`src/rtl/efb_pkg.sv`:
```
// ----------------------------------------------------------------------------
// efb_pkg
// shared types, sizes and codes of the event window frame builder
// ----------------------------------------------------------------------------
package efb_pkg;

   localparam int MAX_WIDTH   = 512;
   localparam int MAX_HEIGHT  = 512;
   localparam int STORE_DEPTH = MAX_WIDTH * MAX_HEIGHT;
   localparam int ADDR_W      = $clog2(STORE_DEPTH);
   localparam int X_W         = (MAX_WIDTH  > 1) ? $clog2(MAX_WIDTH)  : 1;
   localparam int Y_W         = (MAX_HEIGHT > 1) ? $clog2(MAX_HEIGHT) : 1;

   localparam int CFG_W      = 10;
   localparam int CSR_IDX_W  = 2;
   localparam int OPC_W      = 2;
   localparam int COORD_W    = 16;
   localparam int POL_W      = 8;
   localparam int TS_W       = 63;
   localparam int LEVEL_W    = 8;
   localparam int EPOCH_W    = 8;

   localparam int CMDQ_DEPTH = 4;
   localparam int CMDQ_PTR_W = $clog2(CMDQ_DEPTH);
   localparam int RSPQ_DEPTH = 2;
   localparam int RSPQ_PTR_W = $clog2(RSPQ_DEPTH);

   localparam logic [CFG_W-1:0]     CFG_RESET        = CFG_W'(512);
   localparam logic [CSR_IDX_W-1:0] CSR_FRAME_WIDTH  = CSR_IDX_W'(0);
   localparam logic [CSR_IDX_W-1:0] CSR_FRAME_HEIGHT = CSR_IDX_W'(1);

   localparam logic [LEVEL_W-1:0] LEVEL_GRAY  = LEVEL_W'(127);
   localparam logic [LEVEL_W-1:0] LEVEL_BLACK = LEVEL_W'(0);
   localparam logic [LEVEL_W-1:0] LEVEL_WHITE = LEVEL_W'(255);

   typedef enum logic [OPC_W-1:0] {
      OPC_EVENT = 2'd0,
      OPC_OPEN  = 2'd1,
      OPC_READ  = 2'd2,
      OPC_NONE  = 2'd3
   } opcode_type;

   typedef enum logic [1:0] {
      CODE_GRAY  = 2'd0,
      CODE_BLACK = 2'd1,
      CODE_WHITE = 2'd2
   } code_type;

   typedef enum logic [1:0] {
      CMD_PAINT = 2'd0,
      CMD_CLEAR = 2'd1,
      CMD_READ  = 2'd2
   } cmd_op_type;

   typedef struct packed {
      cmd_op_type          op;
      logic [ADDR_W-1:0]   addr;
      code_type            code;
   } cmd_type;

   typedef struct packed {
      logic full;
      logic empty;
   } cmdq_status_type;

   typedef struct packed {
      logic sweeping;
   } back_status_type;

   typedef struct packed {
      logic [EPOCH_W-1:0] epoch;
      code_type           code;
   } entry_type;

endpackage

```
`src/rtl/efb_cmd_queue.sv`:
```
// ----------------------------------------------------------------------------
// efb_cmd_queue
// short command queue between the classifying front and the pixel store
// ----------------------------------------------------------------------------
module efb_cmd_queue import efb_pkg::*; (
   input  logic            clock,
   input  logic            reset,
   input  logic            push,
   input  cmd_type         din,
   input  logic            pop,
   output cmd_type         dout,
   output cmdq_status_type status
);

   cmd_type                 slot_ff [CMDQ_DEPTH];
   logic [CMDQ_PTR_W-1:0]   wr_ptr_ff, wr_ptr_in;
   logic [CMDQ_PTR_W-1:0]   rd_ptr_ff, rd_ptr_in;
   logic [CMDQ_PTR_W:0]     count_ff, count_in;
   logic                    do_push, do_pop;

   always_comb begin
      status.full  = (count_ff == (CMDQ_PTR_W+1)'(CMDQ_DEPTH));
      status.empty = (count_ff == '0);
      do_push      = push && !status.full;
      do_pop       = pop && !status.empty;
      wr_ptr_in    = do_push ? wr_ptr_ff + CMDQ_PTR_W'(1) : wr_ptr_ff;
      rd_ptr_in    = do_pop  ? rd_ptr_ff + CMDQ_PTR_W'(1) : rd_ptr_ff;
      count_in     = count_ff + (CMDQ_PTR_W+1)'(do_push) - (CMDQ_PTR_W+1)'(do_pop);
      dout         = slot_ff[rd_ptr_ff];
   end

   always_ff @(posedge clock) begin
      if (do_push) begin
         slot_ff[wr_ptr_ff] <= din;
      end
   end

   always_ff @(posedge clock) begin
      if (reset) begin
         wr_ptr_ff <= '0;
         rd_ptr_ff <= '0;
         count_ff  <= '0;
      end else begin
         wr_ptr_ff <= wr_ptr_in;
         rd_ptr_ff <= rd_ptr_in;
         count_ff  <= count_in;
      end
   end

endmodule

```
`config.mk`:
```
export PLATFORM = sky130hd
export DESIGN_NAME = efb_cmd_queue
export DESIGN_NICKNAME = d
export VERILOG_FILES = /design/src/rtl/efb_pkg.sv /design/src/rtl/efb_cmd_queue.sv
export SDC_FILE = /design/constraint.sdc
export NUM_CORES = 1
export LEC_CHECK = 0
export BUFFER_PORTS_ARGS = -buffer_cell sky130_fd_sc_hd__buf_2
export CAP_MARGIN = 30
export CORE_ASPECT_RATIO = 1.1
export CORE_MARGIN = 1
export CORE_UTILIZATION = 56
export DETAILED_ROUTE_END_ITERATION = 16
export GPL_TIMING_DRIVEN = 0
export PLACE_DENSITY_LB_ADDON = 0.2
export SYNTH_ARGS = -nofsm -noshare
export SYNTH_HDL_FRONTEND = slang
export SYNTH_SLANG_ARGS = --single-unit
```
`constraint.sdc`:
```
create_clock -name clock -period 2.8 [get_ports clock]
set_input_delay 0 -clock clock [delete_from_list [all_inputs] [get_ports clock]]
set_output_delay 0 -clock clock [all_outputs]
set_load 0.01 [all_outputs]
```
Word level (Yosys, flattened, before mapping) --
Memory sizes are Yosys's and may differ from the RTL's. A register that Yosys moved wholly into a read port is not among the register bits. Cells that the tools add are included.
Operators by class: add/sub/neg operators 4, reductions and logical operators 5, mux-type cells 4, equal/unequal tests 1
Operators by type and width (count):
- adder 2 x 1 -> 2 bit, second input constant | 2
- two-way mux 2 bit | 2
- adder 3 x 1 -> 3 bit | 1
- equality test 3 bit, second input constant | 1
- logical NOT 3 bit | 1
- subtractor 3 x 1 -> 3 bit | 1
- logical AND 1 bit | 2
- logical NOT 1 bit | 2
- two-way mux 1 bit | 2
Storage, ports and cells: word-level logic and storage cells 18, memories 1, bits in registers 7, RAM bits 88, output and inout bits 24
Memory list:
- slot_ff | depth 4, width 22, read ports 1, clocked after memory_dff 1, write ports 1, line efb_cmd_queue.sv:15 | cmd_type slot_ff [CMDQ_DEPTH];

Longest topological paths before layout --
depth in word-level cells 5, depth in mapped cells 10

Worst setup path before layout --
Ideal clock, no wire load.
path kind register to register, from reg count_ff[2], to reg count_ff[2], data arrival time 1.985 ns, cell stages (with the launch flop) 11, slack 0.690 ns, path buffers 0, setup time 0.125 ns, path through dfxtp_1 -> nor3b_2 -> nor2_1 -> inv_1 -> ha_1 -> inv_1 -> ha_1 -> fa_1 -> xnor2_1 -> xnor2_1 -> nor2_1
RTL lines:
- start: declaration | line efb_cmd_queue.sv:18 | logic [CMDQ_PTR_W:0] count_ff, count_in;
- start signal: assignment | line efb_cmd_queue.sv:46 | count_ff <= count_in;

Worst setup path after layout --
from reg count_ff[2], to reg count_ff[2]
On the way: word-level cells in the longest chain between the ends 5, elaborated cells on any way between the ends 8, those cells by class add/sub: 2; eq/ne: 1; reduce/logical: 5
Ends and longest elaborated chain:
- equality test 3 bit | line efb_cmd_queue.sv:22 | status.full = (count_ff == (CMDQ_PTR_W+1)'(CMDQ_DEPTH));
- logical NOT 1 bit | line efb_cmd_queue.sv:24 | do_push = push && !status.full;
- logical AND 1 bit | line efb_cmd_queue.sv:24
- adder 3 x 1 -> 3 bit | line efb_cmd_queue.sv:28 | count_in = count_ff + (CMDQ_PTR_W+1)'(do_push) - (CMDQ_PTR_W+1)'(do_pop);
- subtractor 3 x 1 -> 3 bit * | line efb_cmd_queue.sv:28
Every way passes the cells marked *; elsewhere a longest branch is shown, timed or not. A chain may end at the register's enable or synchronous reset.

==> metrics.csv <==
stage;metric;value;unit
pwr;switching_share;26.12;%
detailed_routing;wl_per_cell;17.96;um
sta;clock_skew;0.01010;ns
setup_path;crit_slowest_cell;fa_1;
hold_path;hold_class;in -> reg;
hold_path;holdPathEnd;rd_ptr_ff[0]$_SDFFE_PP0P_;
logic_synthesis;ys_seq_area_share;77.39;%
setup_path;crit_arrival;2.53;ns
pwr;powerDensity;810.1;nW/um2
logic_synthesis;postSynthAreaPerCell;22.10;um2
cts;clock_latency;0.35;ns
floorplanning;die_y;86.64;um
global_route;grt_max_degree;16;
hold_path;min_from;reset;
global_route;antenna_found_initial;0;
sta;fmax;435.5;MHz
place;globalplace.congestion;0.6893;
sta;rsz0062_at_grt;false;
cts;cts_resized;0;
cells_and_area;final_area;4472;um2
detailed_routing;totalWireLength;6018;um
floorplanning;row_count;30;
cells_and_area;drive_above_1_share;36.47;%
floorplanning;start_util;58.53;%
sta;whs;0.005689;ns
logic_synthesis;synth_warnings;0;
cts;root_buffer;clkbuf_8;
logic_synthesis;syn_area;3647;um2
cts;cts_made_buffers;9;
sta;finalCritPeriodShare;82.01;%
logic_synthesis;synth_nets;198;
global_route;track_usage;20.05;%
sta;fin_setup_tns;0;ns
detailed_routing;ant_nets;0;
setup_path;rr_startpoint;count_ff[2]$_SDFF_PP0_;
detailed_routing;vias;1798;
logic_synthesis;ys_seq_elements;97;
sta;slew_headroom;58.99;%
place;dp.final_hpwl;4010;um
detailed_routing;drtIter0Drc;87;
pwr;p_sw;0.9461;mW
pwr;seqPwrFrac;50.2;%
setup_path;reg2regPathDepth;10;
cells_and_area;antenna_cells;0;
sta;min_period;2.296;ns
place;placed_area;4048;um2
logic_synthesis;synth_area_leaders;edfxtp_1, mux4_2, dfxtp_1;
sta;finalSetupViolations;0;
cts;postCtsHoldBufs;22;
cts;clk_pin_slew_worst_paths;0.09;ns
cts;cts_tree;built;
floorplanning;placeableCoreArea;6231;um2
floorplanning;die_w;78.95;um
detailed_routing;drc;0;
detailed_routing;avgViaCountPerCell;5.367;
cells_and_area;fillCellCount;420;
setup_path;crit_fanout;6;
cts;post-cts-setup-buffers;0;
setup_path;path_buf_inv;2;
setup_path;r2r-end;count_ff[2]$_SDFF_PP0_;
setup_path;crit_family;adder cells;
sta;worstMarginPinSlew;0.6151;ns
logic_synthesis;synth_top_area_cell;edfxtp_1;
pwr;p_leak;1.579;nW
setup_path;reg2reg_slack;0.50;ns
cells_and_area;area_growth;22.61;%
place;port_buffers;48;
global_route;grt_pass1_vias;1983;
pwr;vdd_drop_max;0.0005161;V
global_route;grt_pass1_wl;9515;um
setup_path;crit_path_end_kind;flop;
pwr;p_clk_share;24.6;%
cts;htreeDepth;3;
setup_path;criticalPathCategory;reg -> reg;
logic_synthesis;ys_types;23;
run;drv_cap;0;
logic_synthesis;synth_top_area_share;72.45;%
floorplanning;die-area;6840;um2
cts;cts.sinks;97;
setup_path;critPathMaxStageDelay;0.38;ns
setup_path;critPathLaunchType;flop;
sta;finalHoldViolCount;0;
setup_path;path_cells;nor3b_2, nor2_1, inv_1, ha_1, inv_1, ha_1, fa_1, xnor2_1, xnor2_1, nor2_1;
hold_path;hold-path-cell-count;2;
pwr;p_int;2.676;mW
setup_path;crit_required;3.04;ns
detailed_routing;first_pass_iters;4;
run_status;status;completed;
sta;drv_slew;0;
cells_and_area;fin_nets;283;
pwr;combPwrFrac;25.3;%
cts;cts_buffer_depth;2;
logic_synthesis;netlist_instances;165;
floorplanning;io_pins;50;
global_route;grt_overflow_total;0;
-- registers in the layout, indices dropped and copies added, names as in the netlist, named ones only --
register	flops
count_ff	3
rd_ptr_ff	2
slot_ff	88
wr_ptr_ff	2
-- logic make-up (layout without fill, tap and decap cells) --
kind of cell	after synthesis	count (layout)	share of synthesized area (%)
AND/OR/NAND/NOR	17	17	2.847
flip-flops	97	97	77.39
AO/OA/AOI/OAI	5	5	0.7548
adder cells (fa/ha/maj)	7	7	2.607
buffers and inverters	13	103	1.818
multiplexers	23	23	13.86
XOR/XNOR	3	3	0.7205
-- power groups by stage --
stage	registers [mW]	logic, mW	clock network (mW)
after CTS	1.82	0.936	0.902
after global placement	1.84	0.842	0
after global routing	1.83	0.998	0.958
after floorplan	1.83	0.603	0
after detailed placement	1.85	0.907	0
final	1.82	0.915	0.890
-- per-stage QoR --
stage          instances  total power [mW]  utilization (%)  worst slack [ns]
4_1_cts              335             3.658            71.77            0.4768
6_report             335             3.622            71.77            0.5036
2_1_floorplan        165             2.431                -            0.6901
5_1_grt              335             3.788            71.77            0.3207
3_5_place_dp         297             2.759            64.96            0.4936
3_3_place_gp         293             2.680            64.00            0.6231
-- Yosys cell counts --
library cell / number
edfxtp_1: 88
mux4_2: 22
dfxtp_1: 9
inv_1: 8
ha_1: 6
and2_1: 4
nor2_1: 4
a21oi_1: 2
buf_2: 2
buf_6: 2
nand2b_1: 2
nor2b_1: 2
o21ai_0: 2
or3_1: 2
xnor2_1: 2
clkbuf_1: 1
fa_1: 1
mux2i_1: 1
nand2_1: 1
nor3_2: 1
nor3b_2: 1
o31ai_1: 1
xor2_1: 1
-- layer usage --
| layer | part of all wire, % | global-route usage (%) | vias up |
|---|---|---|---|
| met5 | 0 | 0 | - |
| met4 | 2.2 | 11.07 | 0 |
| met3 | 3.1 | 3.158 | 11 |
| met2 | 55 | 35.57 | 41 |
| met1 | 40 | 23.42 | 915 |
| li1 | - | - | 831 |
-- placed cells by master (no fill, tap or decap), drive strengths merged, types with 2 or more instances in the layout --
cell          n
edfxtp       88
buf          56
mux4         22
dlygate4sd3  22
clkbuf       16
dfxtp         9
inv           8
ha            6
nor2          4
and2          4
nor2b         2
o21ai         2
or3           2
a21oi         2
nand2b        2
xnor2         2
-- area by class of cell --
cell class | count | area, um2 | area share, %
Buffer | 5 | 36.28 | 0.8114
Sequential cell | 97 | 2823 | 63.12
Clock buffer | 15 | 198.9 | 4.449
Tap cell | 80 | 100.1 | 2.238
Clock inverter | 1 | 5.005 | 0.1119
Timing Repair Buffer | 74 | 520.5 | 11.64
Inverter | 8 | 30.03 | 0.6715
Multi-Input combinational cell | 55 | 758.2 | 16.96
-- how the worst max path moves through the flow --
stage                           start                     end  slack (ns)  depth (start not counted)
2_1_floorplan  count_ff[2]$_SDFF_PP0_  count_ff[2]$_SDFF_PP0_        0.69                         10
3_5_place_dp   count_ff[1]$_SDFF_PP0_  count_ff[2]$_SDFF_PP0_        0.49                         10
6_report       count_ff[2]$_SDFF_PP0_  count_ff[2]$_SDFF_PP0_        0.50                         10
5_1_grt        count_ff[2]$_SDFF_PP0_  count_ff[2]$_SDFF_PP0_        0.32                         10
4_1_cts        count_ff[1]$_SDFF_PP0_  count_ff[2]$_SDFF_PP0_        0.48                         10
3_3_place_gp   count_ff[2]$_SDFF_PP0_  count_ff[2]$_SDFF_PP0_        0.62                         10
Power figures use the tool's default switching activity.
