## src/rtl/efb_pkg.sv

```systemverilog
// ----------------------------------------------------------------------------
// efb_pkg
// shared types, sizes and codes of the event window frame builder
// ----------------------------------------------------------------------------
package efb_pkg;

   localparam int MAX_WIDTH   = 512;
   localparam int MAX_HEIGHT  = 512;
   localparam int STORE_DEPTH = MAX_WIDTH * MAX_HEIGHT;
   localparam int ADDR_W      = $clog2(STORE_DEPTH);
   localparam int X_W         = (MAX_WIDTH  > 1) ? $clog2(MAX_WIDTH)  : 1;
   localparam int Y_W         = (MAX_HEIGHT > 1) ? $clog2(MAX_HEIGHT) : 1;

   localparam int CFG_W      = 10;
   localparam int CSR_IDX_W  = 2;
   localparam int OPC_W      = 2;
   localparam int COORD_W    = 16;
   localparam int POL_W      = 8;
   localparam int TS_W       = 63;
   localparam int LEVEL_W    = 8;
   localparam int EPOCH_W    = 8;

   localparam int CMDQ_DEPTH = 4;
   localparam int CMDQ_PTR_W = $clog2(CMDQ_DEPTH);
   localparam int RSPQ_DEPTH = 2;
   localparam int RSPQ_PTR_W = $clog2(RSPQ_DEPTH);

   localparam logic [CFG_W-1:0]     CFG_RESET        = CFG_W'(512);
   localparam logic [CSR_IDX_W-1:0] CSR_FRAME_WIDTH  = CSR_IDX_W'(0);
   localparam logic [CSR_IDX_W-1:0] CSR_FRAME_HEIGHT = CSR_IDX_W'(1);

   localparam logic [LEVEL_W-1:0] LEVEL_GRAY  = LEVEL_W'(127);
   localparam logic [LEVEL_W-1:0] LEVEL_BLACK = LEVEL_W'(0);
   localparam logic [LEVEL_W-1:0] LEVEL_WHITE = LEVEL_W'(255);

   typedef enum logic [OPC_W-1:0] {
      OPC_EVENT = 2'd0,
      OPC_OPEN  = 2'd1,
      OPC_READ  = 2'd2,
      OPC_NONE  = 2'd3
   } opcode_type;

   typedef enum logic [1:0] {
      CODE_GRAY  = 2'd0,
      CODE_BLACK = 2'd1,
      CODE_WHITE = 2'd2
   } code_type;

   typedef enum logic [1:0] {
      CMD_PAINT = 2'd0,
      CMD_CLEAR = 2'd1,
      CMD_READ  = 2'd2
   } cmd_op_type;

   typedef struct packed {
      cmd_op_type          op;
      logic [ADDR_W-1:0]   addr;
      code_type            code;
   } cmd_type;

   typedef struct packed {
      logic full;
      logic empty;
   } cmdq_status_type;

   typedef struct packed {
      logic sweeping;
   } back_status_type;

   typedef struct packed {
      logic [EPOCH_W-1:0] epoch;
      code_type           code;
   } entry_type;

endpackage

```

## src/rtl/efb_front.sv

```systemverilog
// ----------------------------------------------------------------------------
// efb_front
// holds the frame size and window registers, clamps coordinates and turns
// accepted beats into commands for the pixel store; none, out-of-window events
// and events with polarity above 1 give no command
module efb_front import efb_pkg::*; (
   input  logic                 clock,
   input  logic                 reset,
   input  logic                 accept,
   input  logic [OPC_W-1:0]     req_opcode,
   input  logic [COORD_W-1:0]   req_pixel_x,
   input  logic [COORD_W-1:0]   req_pixel_y,
   input  logic [POL_W-1:0]     req_polarity,
   input  logic [TS_W-1:0]      req_timestamp,
   input  logic                 csr_we,
   input  logic [CSR_IDX_W-1:0] csr_index,
   input  logic [CFG_W-1:0]     csr_wdata,
   output logic                 cmd_push,
   output cmd_type              cmd
);

   logic [CFG_W-1:0] width_ff, width_in;
   logic [CFG_W-1:0] height_ff, height_in;
   logic [TS_W-1:0]  start_ff, start_in;
   logic [TS_W-1:0]  end_ff, end_in;

   logic [CFG_W-1:0] w_lim, h_lim, x_max, y_max;
   logic [X_W-1:0]   x_c;
   logic [Y_W-1:0]   y_c;
   logic             in_win;

   always_comb begin
      w_lim = width_ff;
      if (width_ff == '0) begin
         w_lim = CFG_W'(1);
      end else if (32'(width_ff) > MAX_WIDTH) begin
         w_lim = CFG_W'(MAX_WIDTH);
      end
      h_lim = height_ff;
      if (height_ff == '0) begin
         h_lim = CFG_W'(1);
      end else if (32'(height_ff) > MAX_HEIGHT) begin
         h_lim = CFG_W'(MAX_HEIGHT);
      end
      x_max = w_lim - CFG_W'(1);
      y_max = h_lim - CFG_W'(1);
      x_c = (req_pixel_x > COORD_W'(x_max)) ? X_W'(x_max) : X_W'(req_pixel_x);
      y_c = (req_pixel_y > COORD_W'(y_max)) ? Y_W'(y_max) : Y_W'(req_pixel_y);
      in_win = (req_timestamp >= start_ff) && (req_timestamp < end_ff);
   end

   always_comb begin
      cmd_push  = 1'b0;
      cmd.op    = CMD_READ;
      cmd.addr  = ADDR_W'(y_c) * ADDR_W'(MAX_WIDTH) + ADDR_W'(x_c);
      cmd.code  = (req_polarity == POL_W'(1)) ? CODE_BLACK : CODE_WHITE;
      start_in  = start_ff;
      end_in    = end_ff;
      case (opcode_type'(req_opcode))
         OPC_EVENT: begin
            cmd.op   = CMD_PAINT;
            cmd_push = accept && in_win && (req_polarity < POL_W'(2));
         end
         OPC_OPEN: begin
            cmd.op   = CMD_CLEAR;
            cmd_push = accept;
            if (accept) begin
               start_in = end_ff;
               end_in   = req_timestamp;
            end
         end
         OPC_READ: begin
            cmd.op   = CMD_READ;
            cmd_push = accept;
         end
         default: begin
            cmd_push = 1'b0;
         end
      endcase
   end

   always_comb begin
      width_in  = width_ff;
      height_in = height_ff;
      if (csr_we) begin
         case (csr_index)
            CSR_FRAME_WIDTH:  width_in  = csr_wdata;
            CSR_FRAME_HEIGHT: height_in = csr_wdata;
            default: begin
               width_in = width_ff;
            end
         endcase
      end
   end

   always_ff @(posedge clock) begin
      if (reset) begin
         width_ff  <= CFG_RESET;
         height_ff <= CFG_RESET;
         start_ff  <= '0;
         end_ff    <= '0;
      end else begin
         width_ff  <= width_in;
         height_ff <= height_in;
         start_ff  <= start_in;
         end_ff    <= end_in;
      end
   end

endmodule

```

## config.mk

```make
export PLATFORM = sky130hd
export DESIGN_NAME = efb_front
export DESIGN_NICKNAME = d
export VERILOG_FILES = /design/src/rtl/efb_pkg.sv /design/src/rtl/efb_front.sv
export SDC_FILE = /design/constraint.sdc
export NUM_CORES = 1
export LEC_CHECK = 0
export ABC_AREA = 1
export BUFFER_PORTS_ARGS = -buffer_cell sky130_fd_sc_hd__buf_4
export CAP_MARGIN = 20
export CORE_UTILIZATION = 58
export DETAILED_ROUTE_END_ITERATION = 10
export GPL_TIMING_DRIVEN = 0
export PLACE_DENSITY = 0.82
export SYNTH_ARGS = -nofsm -noshare
export SYNTH_HDL_FRONTEND = slang
export SYNTH_SLANG_ARGS = --single-unit
```

## constraint.sdc

```tcl
create_clock -name clock -period 4.45 [get_ports clock]
set_clock_uncertainty 0.05 [all_clocks]
set_input_delay 0.89 -clock clock [delete_from_list [all_inputs] [get_ports clock]]
set_output_delay 0.89 -clock clock [all_outputs]
set_load 0.005 [all_outputs]
```

== Yosys cells after proc, flatten, opt, wreduce, memory -nomap -nowiden ==
Cells that the tools add are included.
Storage, ports and cells
  word-level logic and storage cells: 38
  bits in registers: 146
  input port bits: 121
  output and inout bits: 23
Cells by class
  reductions and logical operators: 11
  multiplexer cells: 9
  $add $sub $neg: 3
  $lt $le $gt $ge: 7
  eq/ne operators: 4
Operators with widths (number)
  63-bit greater-or-equal comparator: 1
  63-bit < comparator: 1
  10-bit two-way mux: 4
  16-bit by 10-bit greater-than comparator with 1-bit output: 2
  10-bit greater-than comparator (second input constant): 2
  10-bit logical NOT: 2
  10-bit by 1-bit subtractor with 10-bit output (second input constant): 2
  18-bit by 9-bit adder with 18-bit output: 1
  9-bit two-way mux: 2
  8-bit by 1-bit == test with 1-bit output (second input constant): 1
  8-bit by 2-bit < comparator with 1-bit output (second input constant): 1
  2-bit AND reduction: 3
  2-bit by 1-bit == test with 1-bit output (second input constant): 2
  2-bit logical NOT: 2
  2-bit case mux with 2 select lines: 1
  1-bit logical AND: 3
  2-bit == test (second input constant): 1
  2-bit two-way mux: 1
  1-bit case mux with 2 select lines: 1
  2-bit OR reduction: 1

== Longest topological paths before layout ==
  depth in word-level cells: 7
  mapped depth: 22

== Least setup slack after synthesis ==
No wires, ideal clock.
  kind: reg-to-output
  start point: register width_ff[0]
  end point: output port cmd[5] in the netlist's numbering
  cell stages (with the launch flop): 23
  path slack: 1007 ps
  required time: 3510 ps
  buffers on the path: 1
  arrival: 2503 ps
  cell sequence: dfxtp_1 > nor2_1 > nand4_1 > o21ai_4 > o21ai_2 > ha_1 > nand2_1 > nor2_2 > nand2_1 > nand2_1 > nand2_1 > inv_1 > ha_1 > nand2_1 > nor2_1 > a211oi_1 > nand2_1 > nand2_1 > nand2_2 > nand2_4 > buf_6 > nand2_1 > o21ai_1
RTL lines
  start: declaration: line efb_front.sv:22  | logic [CFG_W-1:0] width_ff, width_in;
  start signal: assignment: line efb_front.sv:103  | width_ff <= width_in;
  end: declaration: line efb_front.sv:19  | output cmd_type cmd

==> impl_metrics.tcl <==
set metrics [dict create \
    r2r_cells 2 \
    mostFrequentLayoutCells "nand2_1, inv_1, a21oi_1, o21ai_0, buf_4" \
    cp-start-kind "flop" \
    grt_start_max_net_pins 17 \
    finalPower_mw 3.72 \
    syn_avg_cell_area_sq_um 7.11 \
    clk_pin_slew_ps 60 \
    cp_cell_sequence "nor2_2, nand4_1, o21ai_4, nand2_1, ha_2, nand2_2, nor2_2, nand2_1, nand2_1, nand2_1, inv_1, ha_1, nand2_2, inv_1, nand3_1, nor3_1, nand2_1, nand2_4, buf_6, nand2_1, o21ai_1, buf_4" \
    reg2reg_to "height_ff[9]" \
    ys_async_sr_fraction 0 \
    synth_ff_type "dfxtp_1" \
    die_h_microns 130 \
    synth_edf_count 0 \
    grt_pass1_wl_microns 39200 \
    cts_tree "built" \
    syn_to_final_growth_pct 22.3 \
    r2r_slack_ps 3580 \
    ys_warn_count 0 \
    initial_core_util 0.594 \
    dpl.cell_count 1693 \
    wl_per_cell_microns 13.9 \
    relSlewSlack 0.559 \
    cpMaxStageDelayCell "dfxtp_1" \
    viasPerCell 5.37 \
    max-cap-violations 0 \
    cts-buffers-inserted 17 \
    synth_area_sq_mm 0.00948 \
    cpPeakStageDelay_ps 330 \
    ioPinCount 144 \
    clock-sinks 146 \
    drc 0 \
    cp_top_family "simple AND/OR/NAND/NOR gates" \
    grt_pass1_vias 8849 \
    critPathRequiredTime_ps 3510 \
    nFillCells 1285 \
    clockRootBuffer "clkbuf_16" \
    hpwl_microns 18100 \
    fp.dieW_microns 130 \
    crit_path_frequent_cell "nand2_1" \
    core_sq_mm 0.0159 \
    critical_path_buf_inv_count 4 \
    drive_gt1_frac 0.153 \
    cp-endpoint "cmd[5]" \
    worst_slew_pin_slew_ps 662 \
    drt_iter0_drc 384 \
    final_nets 1779 \
    die_area_sq_mm 0.0169 \
    grt_antenna_before_repair 0 \
    hold_viol 0 \
    ys_seq_elements 146 \
    path_depth 22 \
    drtPass1Iterations 5 \
    vias 9316 \
    period_needed_ps 4210 \
    post_dp_cell_area_sq_mm 0.0108 \
    finalWirelength_microns 24200 \
    ys_seq_area_frac 0.308 \
    path_class "flop to output port" \
    rows 46 \
    setup_viol 0 \
    end_kind "output port" \
    powerDensity_mw_per_mm2 321 \
    gr-total-overflow 0 \
    clk_latency_ps 420 \
    htree_levels 4 \
    setup_tns_ps 0 \
    status "finished, final reports clean" \
    vdd_drop_max_mv 0.293 \
    leakage_nw 5.27 \
    worstPathArrival_ps 3270 \
    r2r_start "height_ff[9]" \
    final_common_cell "nand2_1" \
    grt_use_total 0.291 \
    antenna_cells 0 \
    fin_cells 1736 \
    io_buffers 143 \
    synthCells 1333 \
    path_max_fanout 5 \
    antenna_left 0 \
    synth_cell_type_count 35 \
    final_max_slew_viol_count 0 \
    cts_hold_buffers 0 \
    place.gp.congestion 0.850 \
    fmax_mhz 238 \
    worstSetupStartpoint "width_ff[4]" \
    post-route-period-util 0.945 \
    hold_class "flop to flop" \
    final_cell_area_sq_mm 0.0116 \
    cts.path.max_buffers 2 \
]
power breakdown:
part / total [mW] / internal [mW] / switching, mW / leakage [nW]
clock: 1.48 / 0.868 / 0.607 / 0.289
sequential: 1.41 / 1.38 / 0.0302 / 1.20
combinational: 0.843 / 0.368 / 0.475 / 3.78
metal layers:
layer	up-vias	track usage	wire length, microns
met4	0	0.0951	540
met1	4235	0.345	10600
met2	272	0.527	11700
met3	46	0.0545	1300
met5	-	0	0
li1	4763	-	-
tightest hold or removal path: stages (launching register included):
cell and delay, ps:
dfxtp_1 300, inv_1 60, a21oi_1 50
worst min-delay path by stage:
| stage | slack (ps) | endpoint | cells past startpoint | start |
|---|---|---|---|---|
| 3_5_place_dp | 400 | start_ff[28] | 2 | start_ff[28] |
| 3_3_place_gp | 390 | start_ff[45] | 2 | start_ff[45] |
| 4_1_cts | 410 | start_ff[28] | 2 | start_ff[28] |
| 5_1_grt | 430 | start_ff[15] | 2 | start_ff[15] |
| 6_report | 410 | start_ff[9] | 2 | start_ff[9] |
| 2_1_floorplan | 380 | start_ff[10] | 2 | start_ff[10] |
cell families (layout without fill, tap and decap cells):
| kind of cell | count (synthesis) | after routing | share of synthesized area |
|---|---|---|---|
| flops | 146 | 146 | 0.308 |
| buf+inv | 254 | 439 | 0.102 |
| simple gates | 382 | 383 | 0.167 |
| fa+ha+maj | 151 | 151 | 0.199 |
| compound gates | 395 | 395 | 0.219 |
| xor+xnor | 4 | 4 | 0.00370 |
| other cells | 1 | 2 | 0.000396 |
state kept, by name, summed over array words and instances (netlist names):
register and flops:
end_ff 63, width_ff 10, start_ff 63, height_ff 10
per-stage QoR:
stage	worst slack, ps	utilization	hold WS (ps)
after floorplan	1010	-	383
after global placement	681	0.679	393
after detailed placement	616	0.679	399
after CTS	145	0.717	409
after global routing	-32.5	0.727	428
final	244	0.727	408
layout make-up:
type | instances | area (sq um) | share of cell area
repair buffers | 153 | 1150 | 0.0994
plain buffers | 47 | 191 | 0.0165
clock inverters | 12 | 145 | 0.0125
multi-input cells | 935 | 5670 | 0.489
well taps | 216 | 270 | 0.0233
inverters | 207 | 777 | 0.0670
flip-flops and latches | 146 | 2930 | 0.252
clock buffers | 20 | 457 | 0.0394
synthesized netlist by cell type (all sizes together), types with 3 or more instances:
cell / number / area, sq um
ha: 151 / 1890
nor2: 83 / 319
buf: 6 / 37.5
o21a: 4 / 30.0
o21ai: 179 / 945
o211ai: 3 / 22.5
a21o: 3 / 22.5
nor3: 9 / 45.0
nor4: 3 / 18.8
nand2: 242 / 933
nand4: 18 / 119
a21oi: 200 / 1010
nand3: 23 / 115
dfxtp: 146 / 2920
clkbuf: 41 / 154
inv: 207 / 777
repair_timing:
action | 4_1_cts | 5_1_grt
endpoints found under the hold margin | 0 | 0
endpoints found under the setup margin | 0 | 18
buffers inserted | 0 | 9
gates resized for setup | 0 | 23
Power figures use the tool's default switching activity.
